**src/rtl/fmx_pkg.sv**
```systemverilog
// Package for the hardware mutex with a FIFO wait queue.
// Holds command and status codes, field widths, the queue interface structs and the result struct.
// No dependencies.
package fmx_pkg;

  // Task identifier width, fixed by the request and result formats.
  localparam int unsigned TaskW = 4;

  // Default depth of the wait queue.
  localparam int unsigned DefMaxWaiters = 8;

  // Stream payload widths, padded to whole bytes.
  localparam int unsigned InDataW  = 8;
  localparam int unsigned OutDataW = 16;

  // Request commands.
  typedef enum logic [1:0] {
    CMD_LOCK    = 2'd0,
    CMD_TRYLOCK = 2'd1,
    CMD_UNLOCK  = 2'd2
  } cmd_e;

  // Result status codes.
  typedef enum logic [1:0] {
    ST_OK      = 2'd0,
    ST_QUEUED  = 2'd1,
    ST_REFUSED = 2'd2
  } status_e;

  // Control from the lock logic to the wait queue.
  typedef struct packed {
    logic             push;
    logic             pop;
    logic [TaskW-1:0] push_task;
  } wq_ctrl_t;

  // Status from the wait queue to the lock logic.
  typedef struct packed {
    logic             empty;
    logic             full;
    logic [TaskW-1:0] head_task;
  } wq_stat_t;

  // One result item.
  typedef struct packed {
    logic [TaskW-1:0] owner_now;
    logic             locked_now;
    logic [TaskW-1:0] wake_task;
    logic             wake_valid;
    status_e          status;
  } result_t;

endpackage

```
**src/rtl/fifo_mutex_with_ownership_handoff_top.sv**
```systemverilog
// Hardware mutex with a FIFO wait queue and ownership handoff to the oldest waiter.
// Latency: one result per request, valid on the cycle after the request is accepted.
// Throughput: one request per cycle unless stalled; the output register refills when taken.
// The head of the wait queue is read from RAM ahead of use, so a pop never waits for it.
// Reset (rst_ni low, asynchronous) frees the mutex and empties the queue; no clearing pass.
// Depends on fmx_pkg and fmx_wait_queue.
module fifo_mutex_with_ownership_handoff_top import fmx_pkg::*; #(
  parameter int unsigned MaxWaiters = DefMaxWaiters
) (
  input  logic                clk_i,
  input  logic                rst_ni,
  input  logic                s_axis_tvalid_i,
  output logic                s_axis_tready_o,
  // [1:0] cmd, [5:2] task_id, [7:6] zero
  input  logic [InDataW-1:0]  s_axis_tdata_i,
  output logic                m_axis_tvalid_o,
  input  logic                m_axis_tready_i,
  // [1:0] status, [2] wake_valid, [6:3] wake_task, [7] locked_now,
  // [11:8] owner_now, [15:12] zero
  output logic [OutDataW-1:0] m_axis_tdata_o
);

  logic             in_acc;
  logic [1:0]       cmd;
  logic [TaskW-1:0] tid;

  logic             held_q, held_d;
  logic [TaskW-1:0] owner_q, owner_d;
  logic             out_valid_q;
  result_t          res_q, res_d;

  wq_ctrl_t         wq_ctrl;
  wq_stat_t         wq_stat;

  // Request fields and handshake.
  assign cmd             = s_axis_tdata_i[1:0];
  assign tid             = s_axis_tdata_i[2 +: TaskW];
  assign s_axis_tready_o = !out_valid_q || m_axis_tready_i;
  assign in_acc          = s_axis_tvalid_i && s_axis_tready_o;

  // Lock, trylock and unlock decisions.
  always_comb begin
    held_d            = held_q;
    owner_d           = owner_q;
    wq_ctrl.push      = 1'b0;
    wq_ctrl.pop       = 1'b0;
    wq_ctrl.push_task = tid;
    res_d.status      = ST_REFUSED;
    res_d.wake_valid  = 1'b0;
    res_d.wake_task   = '0;
    case (cmd_e'(cmd))
      CMD_LOCK, CMD_TRYLOCK: begin
        if (!held_q) begin
          held_d       = 1'b1;
          owner_d      = tid;
          res_d.status = ST_OK;
        end else if ((cmd_e'(cmd) == CMD_LOCK) && !wq_stat.full) begin
          wq_ctrl.push = in_acc;
          res_d.status = ST_QUEUED;
        end
      end
      CMD_UNLOCK: begin
        if (held_q && (owner_q == tid)) begin
          if (!wq_stat.empty) begin
            wq_ctrl.pop      = in_acc;
            owner_d          = wq_stat.head_task;
            res_d.wake_valid = 1'b1;
            res_d.wake_task  = wq_stat.head_task;
          end else begin
            held_d  = 1'b0;
            owner_d = '0;
          end
          res_d.status = ST_OK;
        end
      end
      default: begin
        res_d.status = ST_REFUSED;
      end
    endcase
    res_d.locked_now = held_d;
    res_d.owner_now  = held_d ? owner_d : '0;
  end

  // Mutex state and output valid.
  always_ff @(posedge clk_i or negedge rst_ni) begin
    if (!rst_ni) begin
      held_q      <= 1'b0;
      owner_q     <= '0;
      out_valid_q <= 1'b0;
    end else begin
      if (in_acc) begin
        held_q  <= held_d;
        owner_q <= owner_d;
      end
      if (in_acc) begin
        out_valid_q <= 1'b1;
      end else if (m_axis_tready_i) begin
        out_valid_q <= 1'b0;
      end
    end
  end

  // Result register.
  always_ff @(posedge clk_i) begin
    if (in_acc) begin
      res_q <= res_d;
    end
  end

  fmx_wait_queue #(
    .MaxWaiters (MaxWaiters)
  ) u_wait_queue (
    .clk_i  (clk_i),
    .rst_ni (rst_ni),
    .ctrl_i (wq_ctrl),
    .stat_o (wq_stat)
  );

  assign m_axis_tvalid_o = out_valid_q;
  assign m_axis_tdata_o  = {{(OutDataW - $bits(result_t)){1'b0}}, res_q};

  // A free mutex never has waiters.
  a_free_no_waiters: assert property (@(posedge clk_i) disable iff (!rst_ni)
    !held_q |-> wq_stat.empty)
    else $error("mutex free while tasks wait");

  // A handoff always reports success and leaves the woken task as owner.
  a_wake_is_owner: assert property (@(posedge clk_i) disable iff (!rst_ni)
    (out_valid_q && res_q.wake_valid) |->
      (res_q.status == ST_OK) && res_q.locked_now && (res_q.owner_now == res_q.wake_task))
    else $error("handoff result inconsistent");

  // A queued lock leaves the mutex held.
  a_queued_held: assert property (@(posedge clk_i) disable iff (!rst_ni)
    (in_acc && wq_ctrl.push) |=> held_q)
    else $error("queued request on a free mutex");

endmodule

```
**src/rtl/fmx_ram.sv**
```systemverilog
// Generic single-write, single-read RAM with a registered read port.
// Read during write to the same address returns the old contents.
// No dependencies.
module fmx_ram #(
  parameter int unsigned Width = 4,
  parameter int unsigned Depth = 8,
  parameter int unsigned AddrW = 3
) (
  input  logic             clk_i,
  input  logic             we_i,
  input  logic [AddrW-1:0] waddr_i,
  input  logic [Width-1:0] wdata_i,
  input  logic [AddrW-1:0] raddr_i,
  output logic [Width-1:0] rdata_o
);

  logic [Width-1:0] mem_q [Depth];
  logic [Width-1:0] rdata_q;

  // Write port.
  always_ff @(posedge clk_i) begin
    if (we_i) begin
      mem_q[waddr_i] <= wdata_i;
    end
  end

  // Registered read port.
  always_ff @(posedge clk_i) begin
    rdata_q <= mem_q[raddr_i];
  end

  assign rdata_o = rdata_q;

endmodule

```
**src/rtl/fmx_wait_queue.sv**
```systemverilog
// FIFO wait queue of task identifiers for the mutex.
// Keeps head and tail pointers and a fill count; entries live in fmx_ram.
// The entry at the head is read ahead so that it is ready for a pop.
// Depends on fmx_pkg and fmx_ram.
module fmx_wait_queue import fmx_pkg::*; #(
  parameter int unsigned MaxWaiters = DefMaxWaiters
) (
  input  logic     clk_i,
  input  logic     rst_ni,
  input  wq_ctrl_t ctrl_i,
  output wq_stat_t stat_o
);

  localparam int unsigned PtrW = (MaxWaiters > 1) ? $clog2(MaxWaiters) : 1;
  localparam int unsigned CntW = $clog2(MaxWaiters + 1);
  localparam logic [PtrW-1:0] LastSlot = PtrW'(MaxWaiters - 1);

  logic [PtrW-1:0]  head_q, head_d, tail_q, tail_d;
  logic [CntW-1:0]  count_q, count_d;
  logic             byp_q, byp_d;
  logic [TaskW-1:0] byp_task_q;
  logic [TaskW-1:0] ram_rdata;

  // Pointer and count updates.
  always_comb begin
    head_d  = head_q;
    tail_d  = tail_q;
    count_d = count_q;
    if (ctrl_i.push) begin
      tail_d = (tail_q == LastSlot) ? '0 : tail_q + PtrW'(1);
    end
    if (ctrl_i.pop) begin
      head_d = (head_q == LastSlot) ? '0 : head_q + PtrW'(1);
    end
    if (ctrl_i.push && !ctrl_i.pop) begin
      count_d = count_q + CntW'(1);
    end else if (ctrl_i.pop && !ctrl_i.push) begin
      count_d = count_q - CntW'(1);
    end
  end

  // A write to the slot being read ahead is forwarded next cycle.
  assign byp_d = ctrl_i.push && (tail_q == head_d);

  always_ff @(posedge clk_i or negedge rst_ni) begin
    if (!rst_ni) begin
      head_q  <= '0;
      tail_q  <= '0;
      count_q <= '0;
      byp_q   <= 1'b0;
    end else begin
      head_q  <= head_d;
      tail_q  <= tail_d;
      count_q <= count_d;
      byp_q   <= byp_d;
    end
  end

  always_ff @(posedge clk_i) begin
    byp_task_q <= ctrl_i.push_task;
  end

  fmx_ram #(
    .Width (TaskW),
    .Depth (MaxWaiters),
    .AddrW (PtrW)
  ) u_ring (
    .clk_i   (clk_i),
    .we_i    (ctrl_i.push),
    .waddr_i (tail_q),
    .wdata_i (ctrl_i.push_task),
    .raddr_i (head_d),
    .rdata_o (ram_rdata)
  );

  assign stat_o.empty     = (count_q == '0);
  assign stat_o.full      = (count_q == CntW'(MaxWaiters));
  assign stat_o.head_task = byp_q ? byp_task_q : ram_rdata;

  // A pop from an empty queue or a push into a full one is a control slip.
  a_no_pop_empty: assert property (@(posedge clk_i) disable iff (!rst_ni)
    ctrl_i.pop |-> !stat_o.empty)
    else $error("wait queue popped while empty");

  a_no_push_full: assert property (@(posedge clk_i) disable iff (!rst_ni)
    ctrl_i.push |-> !stat_o.full)
    else $error("wait queue pushed while full");

  a_count_range: assert property (@(posedge clk_i) disable iff (!rst_ni)
    count_q <= CntW'(MaxWaiters))
    else $error("wait queue count out of range");

endmodule

```
**config.mk**
```make
export PLATFORM = sky130hd
export DESIGN_NAME = fifo_mutex_with_ownership_handoff_top
export DESIGN_NICKNAME = d
export VERILOG_FILES = /design/src/rtl/fmx_pkg.sv /design/src/rtl/fifo_mutex_with_ownership_handoff_top.sv /design/src/rtl/fmx_ram.sv /design/src/rtl/fmx_wait_queue.sv
export SDC_FILE = /design/constraint.sdc
export NUM_CORES = 1
export LEC_CHECK = 0
export ABC_AREA = 1
export BUFFER_PORTS_ARGS = -buffer_cell sky130_fd_sc_hd__buf_2
export CAP_MARGIN = 0
export CORE_ASPECT_RATIO = 1.4
export CORE_MARGIN = 2
export CORE_UTILIZATION = 29
export CTS_CLUSTER_SIZE = 25
export DETAILED_ROUTE_END_ITERATION = 8
export PLACE_DENSITY = 0.44
export SLEW_MARGIN = 40
export SYNTH_ARGS = -nofsm -noshare
export SYNTH_HDL_FRONTEND = slang
export SYNTH_SLANG_ARGS = --single-unit
```
**constraint.sdc**
```tcl
create_clock -name clk_i -period 4.8 [get_ports clk_i]
set_input_delay 0.24 -clock clk_i [delete_from_list [all_inputs] [get_ports clk_i]]
set_output_delay 0.24 -clock clk_i [all_outputs]
set_load 0.02 [all_outputs]
```
; Word-level counts from Yosys, hierarchy flattened
; Memories as Yosys holds them, arrays and structs flattened. A register that Yosys moved wholly into a read port is not among the register bits.
; Index checks and enable logic that the tools add are counted.
[word_totals]
reg_bits = 33
output_inout_bits = 18
memories = 1
ramBits = 32
[memory_table]
columns = name, depth, word_bits, rd, rd_ports_with_merged_regs, wr, line
row1 = u_wait_queue.u_ring.mem_q, 8, 4, 1, 1, 1, fmx_ram.sv:17  ; logic [Width-1:0] mem_q [Depth];
[op_classes]
reduce_logical = 18
eq_ne = 7
bitwise_logic = 2
addsub = 4
muxes = 28
[op_table]
columns = op, count
row1 = $mux 4, 6
row2 = $mux 1, 13
row3 = $mux 3, 3
row4 = $pmux 4 s2, 1
row5 = $add 3x1->3 const B, 2
row6 = $eq 3x3->1 const B, 2
row7 = $logic_and 1x1->1, 6
row8 = $mux 2, 3
row9 = $add 4x1->4 const B, 1
row10 = $eq 4x4->1, 1
row11 = $eq 4x4->1 const B, 1
row12 = $logic_not 1->1, 4
row13 = $logic_not 4->1, 1
row14 = $pmux 2 s2, 1
row15 = $reduce_bool 2->1, 2
row16 = $sub 4x1->4 const B, 1
row17 = $eq 3x3->1, 1
row18 = $reduce_or 3->1, 1
row19 = $eq 2x1->1 const B, 1
row20 = $eq 2x2->1 const B, 1
row21 = $logic_not 2->1, 1
row22 = $not 1->1, 2
row23 = $pmux 1 s2, 1
row24 = $reduce_and 2->1, 1
row25 = other kinds (2), 2

; Depth between registers and ports, before layout
[logic_depth]
word_depth = 10
depth_mapped = 16

; Cells and area by module
; Synthesis repeated with hierarchy kept, for this count alone.
[hier_totals]
hier_cells = 376
hier_area_um2 = 3385.7
[modules_own_cells]
columns = mod, area_each_um2, cells_per_inst, instances
row1 = fmx_ram, 1567.8, 160, 1
row2 = fifo_mutex_with_ownership_handoff_top, 1037.2, 129, 1
row3 = fmx_wait_queue, 780.7, 87, 1

; Worst setup path after synthesis
; Ideal clock, no wire load.
[synth_path]
path_kind = reg2reg
startpoint = register out_valid_q (netlist: m_axis_tvalid_o)
endpoint = register u_wait_queue.count_q[3]
path_buffers = 0
setup_time_ps = 122
path_slack_ps = 2302
path_stages_with_launch = 15
t_required_ps = 4678
arrival_time_ps = 2376
path_cell_list = dfrtp_1 nand2_4 nand2_8 nor2_4 nand4_4 ha_1 inv_1 ha_1 nand2_1 nor2_1 a211oi_1 nor2_1 nor2_1 nand2_1 xor2_1
[synth_via]
elab_chain_len = 9
word_cells_on_any_way = 15
classes_between = mux (7) / reduce/logical (8)
[synth_rtl]
columns = item, line
row1 = from (decl), fifo_mutex_with_ownership_handoff_top.sv:29  ; logic out_valid_q;
row2 = from (signal assigned), fifo_mutex_with_ownership_handoff_top.sv:89  ; out_valid_q <= 1'b0;
row3 = from (signal assigned), fifo_mutex_with_ownership_handoff_top.sv:96  ; out_valid_q <= 1'b1;
row4 = from (signal assigned), fifo_mutex_with_ownership_handoff_top.sv:98  ; out_valid_q <= 1'b0;
row5 = $logic_not 1->1 (*), fifo_mutex_with_ownership_handoff_top.sv:38  ; assign s_axis_tready_o = !out_valid_q || m_axis_tready_i;
row6 = $logic_or 1x1->1 (*), fifo_mutex_with_ownership_handoff_top.sv:38
row7 = named net s_axis_tready_o, fifo_mutex_with_ownership_handoff_top.sv:13  ; output logic s_axis_tready_o,
row8 = $logic_and 1x1->1 (*), fifo_mutex_with_ownership_handoff_top.sv:39  ; assign in_acc = s_axis_tvalid_i && s_axis_tready_o;
row9 = $mux 1 (on tied branches), "fifo_mutex_with_ownership_handoff_top.sv:64, fifo_mutex_with_ownership_handoff_top.sv:57"
row10 = $mux 1 (on tied branches), "fifo_mutex_with_ownership_handoff_top.sv:63, fifo_mutex_with_ownership_handoff_top.sv:53"
row11 = $mux 1, fifo_mutex_with_ownership_handoff_top.sv:51  ; case (cmd_e'(cmd))
row12 = $logic_not 1->1 (on tied branches), "fmx_wait_queue.sv:35, fmx_wait_queue.sv:37"
row13 = $logic_and 1x1->1 (on tied branches), "fmx_wait_queue.sv:35, fmx_wait_queue.sv:37"
row14 = $mux 4 or $reduce_bool 2->1 (tied branches), n/a
row15 = to (signal assigned), fmx_wait_queue.sv:54  ; count_q <= count_d;
row16 = to (decl), fmx_wait_queue.sv:19  ; logic [CntW-1:0] count_q, count_d;
; The timed path passes the listed nets; every way through them passes the cells marked *.
; A chain may end at the register's enable or synchronous reset.

; Worst setup path after layout
[layout_path]
startpoint = register u_wait_queue.count_q[0]
endpoint = register u_wait_queue.count_q[3]
[layout_via]
elab_chain_len = 9
word_cells_on_any_way = 19
classes_between = add/sub (2) / eq/ne (1) / mux (8) / reduce/logical (8)
[layout_rtl]
columns = item, line
row1 = $eq 4x4->1 (*), fmx_wait_queue.sv:77  ; assign stat_o.full = (count_q == CntW'(MaxWaiters));
row2 = $logic_not 1->1 (*), fifo_mutex_with_ownership_handoff_top.sv:57  ; end else if ((cmd_e'(cmd) == CMD_LOCK) && !wq_stat.full) begin
row3 = $logic_and 1x1->1 (*), fifo_mutex_with_ownership_handoff_top.sv:57
row4 = $mux 1 (*), fifo_mutex_with_ownership_handoff_top.sv:57
row5 = $mux 1 (*), fifo_mutex_with_ownership_handoff_top.sv:53  ; if (!held_q) begin
row6 = $mux 1 (*), fifo_mutex_with_ownership_handoff_top.sv:51
row7 = named net u_wait_queue.u_ring.we_i, fmx_ram.sv:10  ; input logic we_i,
row8 = $logic_not 1->1, fmx_wait_queue.sv:37  ; end else if (ctrl_i.pop && !ctrl_i.push) begin
row9 = $logic_and 1x1->1, fmx_wait_queue.sv:37
row10 = $reduce_bool 2->1 (no source line), n/a
; The timed path passes the listed nets; every way through them passes the cells marked *. The select of a mux whose other input is x is not followed.

==> results.txt <==
Seq cells post-synth: 69
Final setup viols: 0
die height: 132.3 um
fin cells: 539
CTS Buf Count: 9
placed insts: 522
Post-DP Area: 3667 um^2
Tmin final: 2.731 ns
initial antenna violation count: 0
Min Hold Slack: 0.1553 ns
Final Wtd Congestion: 0.8012
fin crit share: 56.89%
setup TNS: 0 ns
clock root buffer: clkbuf_16
worst slew pin tran: 0.7395 ns
VDD IR max: 0.1573 mV
DR WL/cell: 13.32 um
die area: 12640 um^2
vias in the first global route: 2285
hold_buf cts: 1
HPWL Detailed: 5.316 mm
largest net degree at the start of global routing: 18
Routed WL: 7.177 mm
global-route wire length before repair: 11.57 mm
die width: 95.61 um
n_diodes: 0
Final Max Slew Viols: 0
PD cells: 469.6 nW/um^2
H-tree depth: 3
I/O Buffers: 23
I/O pins: 30
Max clock buf depth: 2
total grt overflow: 0
Synth Warn #: 0
Cells after Synth: 358
DRC viols: 0
largest area contributor in the netlist: edfxtp_1
unrepaired setup endpoints after global routing: false
post-layout util: 34.83%
# Max-Cap Violations: 0
fin nets: 410
kind of critical path: flop to flop
clk_lat worst skew: 0.33 ns
CORE AREA: 11400 um^2
Worst setup SP type: flop
Highest Clock Rate: 0.3662 GHz
share of cells above drive strength 1: 17.97%
Post-synth EDFFs: 44
sequential area share after synthesis: 55.97%
initial core utilization: 29.90%
slew margin rel.: 50.32%
Clock Pin Slew Worst Setup and Hold Paths: 0.06 ns
Fin Clk Skew: 0.005980 ns
cell row count: 46
Antenna Nets Post-Route: 0
Most used DFF post-synth: edfxtp_1
Cell Area, Synth: 3407 um^2
P&R area growth vs syn: 16.49%
worst endpoint required time: 5.01 ns
Pleak: 1.817 nW
Hold Crit Class: input pin to flop
CP arrival: 2.94 ns
GRT Total Usage: 12.43%
DR vias/cell: 4.330
type of destination of the critical path: flop
Synth async-reset ratio: 24.64%
CP max FO: 10
Post-CTS Resized: 0
post-synth cell types: 38
clock sink total: 69
via count: 2334
syn avg cell area: 9.517 um^2
Yosys top cell area share: 38.78%
Iter 0 DRT Violations: 110
final hold vios: 0
CTS tree: built
Post-CTS Repair Setup Buffers: 0
First-pass DRT Iterations: 4
top cells by area, synth: edfxtp_1, dfrtp_1, nand2_1
post-route cell area: 3969 um^2
outcome: complete, no violations
## flip-flops by register name (all words and copies together), names as in the netlist
signal / flops
u_wait_queue.u_ring.mem_q: 32
m_axis_tdata_o: 12
owner_q: 4
u_wait_queue.byp_task_q: 4
u_wait_queue.count_q: 4
u_wait_queue.u_ring.rdata_o: 4
u_wait_queue.head_q: 3
u_wait_queue.tail_q: 3
held_q: 1
m_axis_tvalid_o: 1
u_wait_queue.byp_q: 1
## synthesized netlist by cell type, drive strengths merged, types with 4 or more instances
cell type  count
nand2        100
inv           70
edfxtp        44
nand3         39
nor2          25
dfrtp         17
o21ai         13
dfxtp          8
ha             7
buf            6
nor3           6
a21oi          4
nand4          4
## through the flow
| stage | setup slack (ns) | power (mW) |
|---|---|---|
| after floorplan | 2.302 | 1.124 |
| after global placement | 2.065 | 1.229 |
| after detailed placement | 2.041 | 1.237 |
| after CTS | 2.034 | 1.887 |
| after global routing | 1.715 | 1.977 |
| final | 2.069 | 1.864 |
## cell usage in the layout, fill, tap and decap left out, drive strengths merged, types with 7 or more instances in the layout
cell type,count
dfxtp,8
nor2,25
dfrtp,17
clkbuf,9
ha,7
nand3,39
edfxtp,44
inv,70
o21ai,13
nand2,100
buf,23
## area by class of cell
class | count | area, um^2
Clock buffer | 9 | 225.2
Multi-Input combinational cell | 216 | 1202
Fill cell | 1174 | 7427
Inverter | 70 | 262.8
Clock inverter | 7 | 66.31
Timing Repair Buffer | 24 | 125.1
Sequential cell | 69 | 1907
Tap cell | 144 | 180.2
## worst max-delay path, cell delays in order (launching register included)
cell and delay (ns):
dfrtp_1 0.42, inv_2 0.06, nand2_2 0.10, nor3_1 0.06, nor3_1 0.17, nand2_1 0.11
nor2_2 0.32, ha_1 0.25, inv_1 0.09, ha_1 0.32, nand2_1 0.08, nor2_1 0.04
a211oi_1 0.24, nor2_1 0.07, nor2_1 0.08, nand2_1 0.06, xor2_1 0.14
## path summary, 6_finish.rpt
path / startpoint / endpoint / slack, ns / cells after the start
max: u_wait_queue.count_q[0] / u_wait_queue.count_q[3] / 2.07 / 16
min reg2reg: owner_q[0] / owner_q[0] / 0.52 / 2
max reg2reg: u_wait_queue.count_q[0] / u_wait_queue.count_q[3] / 2.07 / 16
min in group asynchronous: rst_ni / u_wait_queue.tail_q[1] / 0.40 / 2
max in group asynchronous: rst_ni / owner_q[3] / 4.09 / 2
min: s_axis_tdata_i[5] / u_wait_queue.byp_task_q[3] / 0.16 / 1
## metal layers
layer | up-vias | GRT usage (%) | routed length (um)
li1 | 1203 | - | -
met1 | 1077 | 13.19 | 2763
met2 | 43 | 22.49 | 4001
met3 | 11 | 2.973 | 241
met4 | 0 | 5.714 | 172
met5 | - | 0 | 0
## power by group
| group | switching (mW) | internal (mW) |
|---|---|---|
| clock | 0.248 | 0.398 |
| combinational | 0.288 | 0.154 |
| sequential | 0.0651 | 0.711 |
| total | 0.601 | 1.26 |
## logic make-up (layout without fill, tap and decap cells)
| family | Yosys count | after routing | synth area share [%] |
|---|---|---|---|
| xor+xnor | 3 | 3 | 0.7713 |
| other cells | 1 | 4 | 0.1101 |
| flops | 69 | 69 | 55.97 |
| buf+inv | 76 | 110 | 9.071 |
| simple gates | 177 | 177 | 26.18 |
| compound gates | 24 | 24 | 4.738 |
| fa+ha+maj | 8 | 8 | 3.158 |
No activity file was read; power rests on OpenSTA's default activity.
